**src/rtl/lkv_pkg.sv**
```systemverilog
package lkv_pkg;

	localparam int MAX_ENTRIES = 16;
	localparam int IDX_W       = (MAX_ENTRIES > 1) ? $clog2(MAX_ENTRIES) : 1;
	localparam int RANK_W      = IDX_W;
	localparam int CNT_W       = $clog2(MAX_ENTRIES + 1);
	localparam int CAP_W       = 5;
	localparam int CAP_RESET   = 16;
	localparam int KEY_W       = 32;
	localparam int VAL_W       = 32;
	localparam int CMP_W       = (CAP_W > CNT_W) ? CAP_W : CNT_W;

	typedef enum logic {
		CMD_GET = 1'b0,
		CMD_PUT = 1'b1
	} cmd_t;

	typedef struct packed {
		logic load;
		logic lookup;
		logic commit;
	} dp_ctrl_t;

endpackage

```
**src/rtl/lru_key_value_cache.sv**
```systemverilog
// LRU key/value cache, 16 entries, fully associative.
// Slave channel s_*: one request per item. s_tuser is the command
// (0 get, 1 put); s_tdata carries lookup_key in [31:0], write_value in [63:32].
// Master channel m_*: one result per request, in request order. m_tuser is
// the hit flag; m_tdata is the stored value on a get hit and zero otherwise.
// cfg_we/cfg_wdata write active_capacity (1..16, 0 acts as 1, above 16 as 16);
// write only while no request is in flight.
// A request is registered on acceptance, looked up in the tag compare state and
// written to the output register in the rank update/write state once that
// register is free. The compare and update/write states share the entry table;
// a new request is taken in the update cycle, never in the compare cycle.
// A result waiting on m_tready is held in the output register; one more
// request is accepted and looked up, then the block holds in its update
// cycle until the output frees up.
// Reset (arst_n low) empties the cache, restores capacity 16 and drops any
// pending result.
module lru_key_value_cache (
	input  logic                      clk,
	input  logic                      arst_n,
	input  logic                      s_tvalid,
	output logic                      s_tready,
	input  logic [63:0]               s_tdata,   // lookup_key, write_value
	input  logic                      s_tuser,   // command
	output logic                      m_tvalid,
	input  logic                      m_tready,
	output logic [31:0]               m_tdata,   // read_value
	output logic                      m_tuser,   // hit
	input  logic                      cfg_we,
	input  logic [lkv_pkg::CAP_W-1:0] cfg_wdata
);

	lkv_pkg::dp_ctrl_t ctrl;

	lkv_ctrl u_ctrl (
		.clk      (clk),
		.arst_n   (arst_n),
		.s_tvalid (s_tvalid),
		.s_tready (s_tready),
		.m_tvalid (m_tvalid),
		.m_tready (m_tready),
		.ctrl     (ctrl)
	);

	lkv_dp u_dp (
		.clk       (clk),
		.arst_n    (arst_n),
		.ctrl      (ctrl),
		.cfg_we    (cfg_we),
		.cfg_wdata (cfg_wdata),
		.req_cmd   (s_tuser),
		.req_key   (s_tdata[31:0]),
		.req_val   (s_tdata[63:32]),
		.rsp_hit   (m_tuser),
		.rsp_val   (m_tdata)
	);

endmodule

```
**src/rtl/lkv_ctrl.sv**
```systemverilog
module lkv_ctrl (
	input  logic              clk,
	input  logic              arst_n,
	input  logic              s_tvalid,
	output logic              s_tready,
	output logic              m_tvalid,
	input  logic              m_tready,
	output lkv_pkg::dp_ctrl_t ctrl
);

	typedef enum logic [2:0] {
		ST_IDLE = 3'b001,
		ST_CMP  = 3'b010,
		ST_UPD  = 3'b100
	} state_t;

	state_t state_q, state_d;
	logic   m_valid_q;
	logic   out_free, commit, accept;

	assign out_free = !m_valid_q || m_tready;
	assign commit   = (state_q == ST_UPD) && out_free;
	assign s_tready = (state_q == ST_IDLE) || commit;
	assign accept   = s_tvalid && s_tready;
	assign m_tvalid = m_valid_q;

	assign ctrl.load   = accept;
	assign ctrl.lookup = (state_q == ST_CMP);
	assign ctrl.commit = commit;

	always_comb begin
		state_d = state_q;
		case (state_q)
			ST_IDLE: begin
				if (accept) state_d = ST_CMP;
			end
			ST_CMP: begin
				state_d = ST_UPD;
			end
			ST_UPD: begin
				if (commit) state_d = accept ? ST_CMP : ST_IDLE;
			end
			default: begin
				state_d = ST_IDLE;
			end
		endcase
	end

	always_ff @(posedge clk or negedge arst_n) begin
		if (!arst_n) begin
			state_q   <= ST_IDLE;
			m_valid_q <= 1'b0;
		end else begin
			state_q <= state_d;
			if (commit) m_valid_q <= 1'b1;
			else if (m_tready) m_valid_q <= 1'b0;
		end
	end

endmodule

```
**src/rtl/lkv_dp.sv**
```systemverilog
module lkv_dp (
	input  logic                        clk,
	input  logic                        arst_n,
	input  lkv_pkg::dp_ctrl_t           ctrl,
	input  logic                        cfg_we,
	input  logic [lkv_pkg::CAP_W-1:0]   cfg_wdata,
	input  logic                        req_cmd,
	input  logic [lkv_pkg::KEY_W-1:0]   req_key,
	input  logic [lkv_pkg::VAL_W-1:0]   req_val,
	output logic                        rsp_hit,
	output logic [lkv_pkg::VAL_W-1:0]   rsp_val
);

	localparam int N = lkv_pkg::MAX_ENTRIES;

	logic [lkv_pkg::KEY_W-1:0]  keys_q  [N];
	logic [lkv_pkg::VAL_W-1:0]  vals_q  [N];
	logic [lkv_pkg::RANK_W-1:0] rank_q  [N];
	logic [N-1:0]               valid_q;
	logic [lkv_pkg::CNT_W-1:0]  live_q;
	logic [lkv_pkg::CAP_W-1:0]  cap_q;

	logic                       req_put_q;
	logic [lkv_pkg::KEY_W-1:0]  req_key_q;
	logic [lkv_pkg::VAL_W-1:0]  req_val_q;

	logic [N-1:0]               match_s1, victim_s1, slot_s1;
	logic                       hit_s1, evict_s1;
	logic [lkv_pkg::RANK_W-1:0] found_rank_s1;
	logic [lkv_pkg::VAL_W-1:0]  rd_value_s1;

	logic                       hit_q;
	logic [lkv_pkg::VAL_W-1:0]  rd_q;

	logic [N-1:0]               match, match_1h, victim, free_mask, slot_1h;
	logic                       hit, evict;
	logic [lkv_pkg::RANK_W-1:0] found_rank, last_rank;
	logic [lkv_pkg::VAL_W-1:0]  rd_value;
	logic [lkv_pkg::CMP_W-1:0]  cap_x, live_x, eff_x;

	assign cap_x = lkv_pkg::CMP_W'(cap_q);
	assign live_x = lkv_pkg::CMP_W'(live_q);

	always_comb begin
		if (cap_x == '0) eff_x = lkv_pkg::CMP_W'(1);
		else if (cap_x > lkv_pkg::CMP_W'(N)) eff_x = lkv_pkg::CMP_W'(N);
		else eff_x = cap_x;
	end

	assign last_rank = lkv_pkg::RANK_W'(live_q - lkv_pkg::CNT_W'(1));

	always_comb begin
		for (int i = 0; i < N; i++) begin
			match[i]  = valid_q[i] && (keys_q[i] == req_key_q);
			victim[i] = valid_q[i] && (rank_q[i] == last_rank);
		end
	end

	assign match_1h = match & (~match + N'(1));
	assign hit      = |match;
	assign evict    = (req_put_q == lkv_pkg::CMD_PUT) && !hit && (live_x >= eff_x);
	assign free_mask = ~valid_q | (evict ? victim : '0);
	assign slot_1h  = free_mask & (~free_mask + N'(1));

	always_comb begin
		found_rank = '0;
		rd_value   = '0;
		for (int i = 0; i < N; i++) begin
			if (match_1h[i]) begin
				found_rank = found_rank | rank_q[i];
				rd_value   = rd_value | vals_q[i];
			end
		end
		if (req_put_q == lkv_pkg::CMD_PUT) rd_value = '0;
	end

	always_ff @(posedge clk) begin
		if (ctrl.load) begin
			req_put_q <= req_cmd;
			req_key_q <= req_key;
			req_val_q <= req_val;
		end
		if (ctrl.lookup) begin
			match_s1      <= match_1h;
			victim_s1     <= victim;
			slot_s1       <= slot_1h;
			hit_s1        <= hit;
			evict_s1      <= evict;
			found_rank_s1 <= found_rank;
			rd_value_s1   <= rd_value;
		end
		if (ctrl.commit) begin
			hit_q <= hit_s1;
			rd_q  <= rd_value_s1;
			for (int i = 0; i < N; i++) begin
				if (hit_s1) begin
					if (match_s1[i]) begin
						rank_q[i] <= '0;
						if (req_put_q == lkv_pkg::CMD_PUT) vals_q[i] <= req_val_q;
					end else if (valid_q[i] && (rank_q[i] < found_rank_s1)) begin
						rank_q[i] <= rank_q[i] + lkv_pkg::RANK_W'(1);
					end
				end else if (req_put_q == lkv_pkg::CMD_PUT) begin
					if (slot_s1[i]) begin
						keys_q[i] <= req_key_q;
						vals_q[i] <= req_val_q;
						rank_q[i] <= '0;
					end else if (valid_q[i] && !(evict_s1 && victim_s1[i])) begin
						rank_q[i] <= rank_q[i] + lkv_pkg::RANK_W'(1);
					end
				end
			end
		end
	end

	always_ff @(posedge clk or negedge arst_n) begin
		if (!arst_n) begin
			valid_q <= '0;
			live_q  <= '0;
			cap_q   <= lkv_pkg::CAP_W'(lkv_pkg::CAP_RESET);
		end else begin
			if (cfg_we) cap_q <= cfg_wdata;
			if (ctrl.commit && !hit_s1 && (req_put_q == lkv_pkg::CMD_PUT)) begin
				valid_q <= (valid_q & ~(evict_s1 ? victim_s1 : '0)) | slot_s1;
				if (!evict_s1) live_q <= live_q + lkv_pkg::CNT_W'(1);
			end
		end
	end

	assign rsp_hit = hit_q;
	assign rsp_val = rd_q;

endmodule

```
**config.mk**
```make
export PLATFORM = sky130hd
export DESIGN_NAME = lru_key_value_cache
export DESIGN_NICKNAME = d
export VERILOG_FILES = /design/src/rtl/lkv_pkg.sv /design/src/rtl/lru_key_value_cache.sv /design/src/rtl/lkv_ctrl.sv /design/src/rtl/lkv_dp.sv
export SDC_FILE = /design/constraint.sdc
export NUM_CORES = 2
export LEC_CHECK = 0
export BUFFER_PORTS_ARGS = -buffer_cell sky130_fd_sc_hd__buf_4
export CAP_MARGIN = 5
export CORE_MARGIN = 2
export CORE_UTILIZATION = 45
export DETAILED_ROUTE_END_ITERATION = 12
export PLACE_DENSITY = 0.65
export SYNTH_ARGS = -nofsm -noshare
export SYNTH_HDL_FRONTEND = slang
export SYNTH_SLANG_ARGS = --single-unit
```
**constraint.sdc**
```tcl
create_clock -name clk -period 9.75 [get_ports clk]
set_input_delay 1.95 -clock clk [delete_from_list [all_inputs] [get_ports clk]]
set_output_delay 1.95 -clock clk [all_outputs]
set_load 0.01 [all_outputs]
```
# After elaboration in Yosys (flattened, before gate mapping)
# Memories as Yosys holds them, arrays and structs flattened.
# Cells that the tools add are included.
[word_totals] inputBits=75 ram_bits=1088 n_memories=3 regBits=214 word_cells=802 out_inout_bits=35
[mem_list] memory="u_dp.keys_q" depth=16 word_bits=32 rd=16 rd_ports_with_merged_regs=0 wr=16 line="lkv_dp.sv:16" rtl="logic [lkv_pkg::KEY_W-1:0] keys_q [N];"
[mem_list] memory="u_dp.vals_q" depth=16 word_bits=32 rd=16 rd_ports_with_merged_regs=0 wr=16 line="lkv_dp.sv:17" rtl="logic [lkv_pkg::VAL_W-1:0] vals_q [N];"
[mem_list] memory="u_dp.rank_q" depth=16 word_bits=4 rd=16 rd_ports_with_merged_regs=0 wr=16 line="lkv_dp.sv:18" rtl="logic [lkv_pkg::RANK_W-1:0] rank_q [N];"
[op_classes] n_eq_ne=37 mux=491 bitwise_logic=104 n_addsub=20 reduce_logical=112 n_lt_le_gt_ge=18
[ops] cell="$mux W32" count=32
[ops] cell="$eq A32 B32 Y1" count=16
[ops] cell="$or A32 B32 Y32" count=15
[ops] cell="$mux W1" count=387
[ops] cell="$mux W4" count=64
[ops] cell="$logic_and A1 B1 Y1" count=86
[ops] cell="$add A4 B1 Y4 const B" count=16
[ops] cell="$eq A4 B4 Y1" count=16
[ops] cell="$lt A4 B4 Y1" count=16
[ops] cell="$not A16 Y16" count=4
[ops] cell="$or A1 B1 Y1" count=64
[ops] cell="$or A4 B4 Y4" count=15
[ops] cell="$and A16 B16 Y16" count=3
[ops] cell="$add A16 B1 Y16 const B" count=2
[ops] cell="$mux W16" count=2
[ops] cell="$or A16 B16 Y16" count=2
[ops] cell="$logic_not A1 Y1" count=19
[ops] cell="$reduce_or A16 Y1" count=1
[ops] cell="$mux W5" count=2
[ops] cell="$pmux W3 S3" count=1
[ops] cell="$mux W3" count=2
[ops] cell="$add A5 B1 Y5 const B" count=1
[ops] cell="$ge A5 B5 Y1" count=1
[ops] cell="$gt A5 B5 Y1 const B" count=1
[ops] cell="other kinds (11)" count=14

# Longest topological paths before layout
# An unclocked memory read counts as a cell.
[logic_depth] depth_word=37 ltp_mapped=15 depth_no_buf=14

# Modules after synthesis
# A second synthesis with hierarchy kept.
[hier_totals] hier_cells=3638 area_unflattened_um2=55313.0
[by_module_without_submodules] module="lkv_dp" seq_area_each_um2=38848.5 cells_per_inst=3613 area_per_inst_um2=55080.3 instances=1
[by_module_without_submodules] module="lkv_ctrl" seq_area_each_um2=101.3 cells_per_inst=25 area_per_inst_um2=232.7 instances=1

# Worst setup path after synthesis
# Ideal clock, no wire load.
[synth_path] path_kind="input port to flip-flop" start="input m_tready" end="memory u_dp.vals_q[0][64] (netlist name), enable pin" path_slack_ns=1.564 path_stages=8 path_buffers=2 required_ns=9.326 setup_time_ns=0.424 arrival_time_ns=7.761 path_cell_list="nor2b_1 > nor3_1 > and3b_1 > clkbuf_1 > clkbuf_1 > and2_1 > a21oi_1 > nor2b_1"
[synth_lines] element="from (decl)" line="lru_key_value_cache.sv:25" rtl="input logic m_tready,"
[synth_lines] element="to (decl)" line="lkv_dp.sv:17"

==> impl_metrics.env <==
export IMPL_crit_path_start="m_tready"
export IMPL_synth_edf_count=1272
export IMPL_grt_usage_pct=22.7
export IMPL_drt_wl_total_um=144000
export IMPL_netlist_instances=3748
export IMPL_clk_latency_ns=0.77
export IMPL_drtIter0Drc=3518
export IMPL_syn_avg_cell_area_um2=14.9
export IMPL_slew_headroom_pct=18.1
export IMPL_outcome="finished clean"
export IMPL_mostFrequentLayoutCells="edfxtp_1, xor2_1, nand2_1"
export IMPL_post_cts_setup_buffers=0
export IMPL_overflow=0
export IMPL_post_place_cells=5389
export IMPL_synthTopCellsByArea="edfxtp_1, xor2_1, xnor2_1"
export IMPL_synth_top_area_share_pct=68.6
export IMPL_synth_seq_cells=1302
export IMPL_cts_tree="done"
export IMPL_die_area_um2=127000
export IMPL_htree_levels=4
export IMPL_route_vias_total=32500
export IMPL_root_buffer="clkbuf_16"
export IMPL_r2r_slack_ns=4.55
export IMPL_grt_first_pass_wirelength_um=212000
export IMPL_worstPathRequired_ns=10.12
export IMPL_grt_max_degree=73
export IMPL_clock_skew_ns=0.0245
export IMPL_final_hold_violation_count=0
export IMPL_fin_crit_ns=5.23
export IMPL_synth_ff_type="edfxtp_1"
export IMPL_cts_sinks=1302
export IMPL_via_per_inst=5.77
export IMPL_wire_per_inst_um=25.6
export IMPL_yosysSeqAreaShare_pct=69.9
export IMPL_fin_nets=4036
export IMPL_max_cap_violations=0
export IMPL_critPathMaxFanout=44
export IMPL_finalCritPeriodShare_pct=53.6
export IMPL_reg2reg_depth=12
export IMPL_p_leak_nw=20.6
export IMPL_max_vdd_ir_drop_v=0.000207
export IMPL_cp_endpoint="u_dp.vals_q[2][92]"
export IMPL_arrival_ns=5.60
export IMPL_cts_buffer_depth=3
export IMPL_dp_hpwl_um=83900
export IMPL_die_x_um=356
export IMPL_ioPinCount=110
export IMPL_die_h_um=356
export IMPL_antenna_left=0
export IMPL_syn_to_final_growth_pct=12.4
export IMPL_final_common_cell="edfxtp_1"
export IMPL_fin_cells=5639
export IMPL_clk_pin_slew_ns=0.06
export IMPL_cp_end_kind="flop"
export IMPL_holdWs_ns=0.418
export IMPL_async_flop_share_pct=2.30
export IMPL_num_rows=129
export IMPL_r2r_start="u_dp.req_key_q[25]"
export IMPL_worst_setup_path_type="in2reg"
export IMPL_start_util_pct=45.2
export IMPL_drc=0
export IMPL_yosysWarnings=0
export IMPL_ctsHoldBuffers=0
export IMPL_firstDrtPassIters=8
export IMPL_rsz0062_at_grt="false"
export IMPL_grt_pass1_vias=31900
export IMPL_port_buffers=109
export IMPL_fillers=10300
export IMPL_hold_path_class="reg2reg"
export IMPL_grt_antenna_before_repair=3
export IMPL_cts_made_buffers=136
export IMPL_synth_cell_type_count=82
export IMPL_worst_slew_pin_slew_ns=1.23
export IMPL_finalMaxSlewViolations=0
export IMPL_cellPowerDensity_nw_per_um2=222
export IMPL_post_cts_resized=0
export IMPL_synth_nets=3894
export IMPL_drive_gt1_share_pct=13.4
export IMPL_gp_congestion=0.843
export IMPL_hold_start="u_dp.rd_value_s1[4]"
export IMPL_yosysTopAreaCell="edfxtp_1"
export IMPL_timing_setup_tns_ns=0
export IMPL_core_area_um2=123000
export IMPL_setup_viol=0
export IMPL_rr_endpoint="u_dp.rd_value_s1[25]"
export IMPL_netlist_area_um2=55700
export IMPL_fmax_ghz=0.191
export IMPL_cp_start_kind="input pin"
-- cells by family after synthesis --
| kind of cell | count (synthesis) | share of synthesized area, % |
|---|---|---|
| xor+xnor | 613 | 9.82 |
| fa+ha+maj | 71 | 1.59 |
| simple gates | 991 | 9.40 |
| flops | 1302 | 69.9 |
| mux | 5 | 0.0988 |
| buf+inv | 289 | 2.70 |
| compound gates | 477 | 6.46 |
-- per-layer routing --
| metal | track usage [%] | up-vias | wire length, µm |
|---|---|---|---|
| met4 | 8.66 | 0 | 4760 |
| met5 | 0 | - | 0 |
| met3 | 3.18 | 242 | 9990 |
| li1 | - | 14500 | - |
| met1 | 31.6 | 16400 | 61100 |
| met2 | 36.5 | 1405 | 68400 |
-- sequential cells by signal (all words and copies together) (netlist names), 3 cells and up --
name,flops
u_dp.cap_q,5
u_dp.rsp_val,32
u_dp.slot_s1,16
u_dp.req_val_q,32
u_dp.live_q,5
u_dp.match_s1,16
u_dp.rank_q,64
u_ctrl.state_q,3
u_dp.vals_q,512
u_dp.found_rank_s1,4
u_dp.victim_s1,16
u_dp.keys_q,512
u_dp.req_key_q,32
u_dp.valid_q,16
u_dp.rd_value_s1,32
-- cell usage after synthesis (all sizes together) (71+ instances only) --
| master | number |
|---|---|
| a21oi | 96 |
| clkbuf | 114 |
| nand3 | 77 |
| edfxtp | 1272 |
| ha | 71 |
| nand4 | 73 |
| nor2 | 175 |
| buf | 101 |
| nand2 | 227 |
| inv | 73 |
| xnor2 | 183 |
| nor4 | 214 |
| xor2 | 423 |
-- layout make-up --
cell class	instances	area, µm²	share of cell area [%]
clock buffer	185	3720	5.95
clock inverter	64	539	0.861
multi-input combinational	2157	15400	24.7
sequential	1302	38900	62.2
tap	1637	2050	3.27
inverter	73	274	0.437
timing repair buffer	220	1650	2.64
antenna	1	2.50	0.00399
-- critical path, cell delays in order --
cell     delay, ns
buf_4         0.08
nor2b_1       0.08
nor3_2        0.17
buf_4         0.54
and3b_1       0.27
buf_4         0.45
and2_2        0.81
a21oi_1       0.20
nor2b_4       0.88
-- through the flow --
stage	total power, mW	setup slack (ns)	instance area, µm²	util, %
floorplan	8.26	1.56	55700	-
global placement	8.96	3.80	58400	47.3
detailed placement	9.00	3.80	58400	47.3
CTS	14.0	4.55	62600	50.8
global route	14.4	4.29	62600	50.8
finish	13.9	4.52	62600	50.8
-- worst min-delay path by stage --
stage	endpoint	cells past startpoint	slack [ns]
finish	u_dp.rsp_val[4]	0	0.42
global route	u_dp.rsp_val[2]	0	0.43
CTS	u_dp.rsp_val[23]	0	0.42
detailed placement	u_dp.rsp_val[8]	0	0.41
global placement	u_dp.rsp_val[4]	0	0.40
floorplan	u_dp.rsp_val[0]	0	0.40
-- power breakdown --
group	switching (mW)	internal (mW)	total (mW)
logic	1.22	0.596	1.81
registers	0.386	6.70	7.08
clock network	2.11	2.87	4.99
No activity file was read; power rests on OpenSTA's default activity.
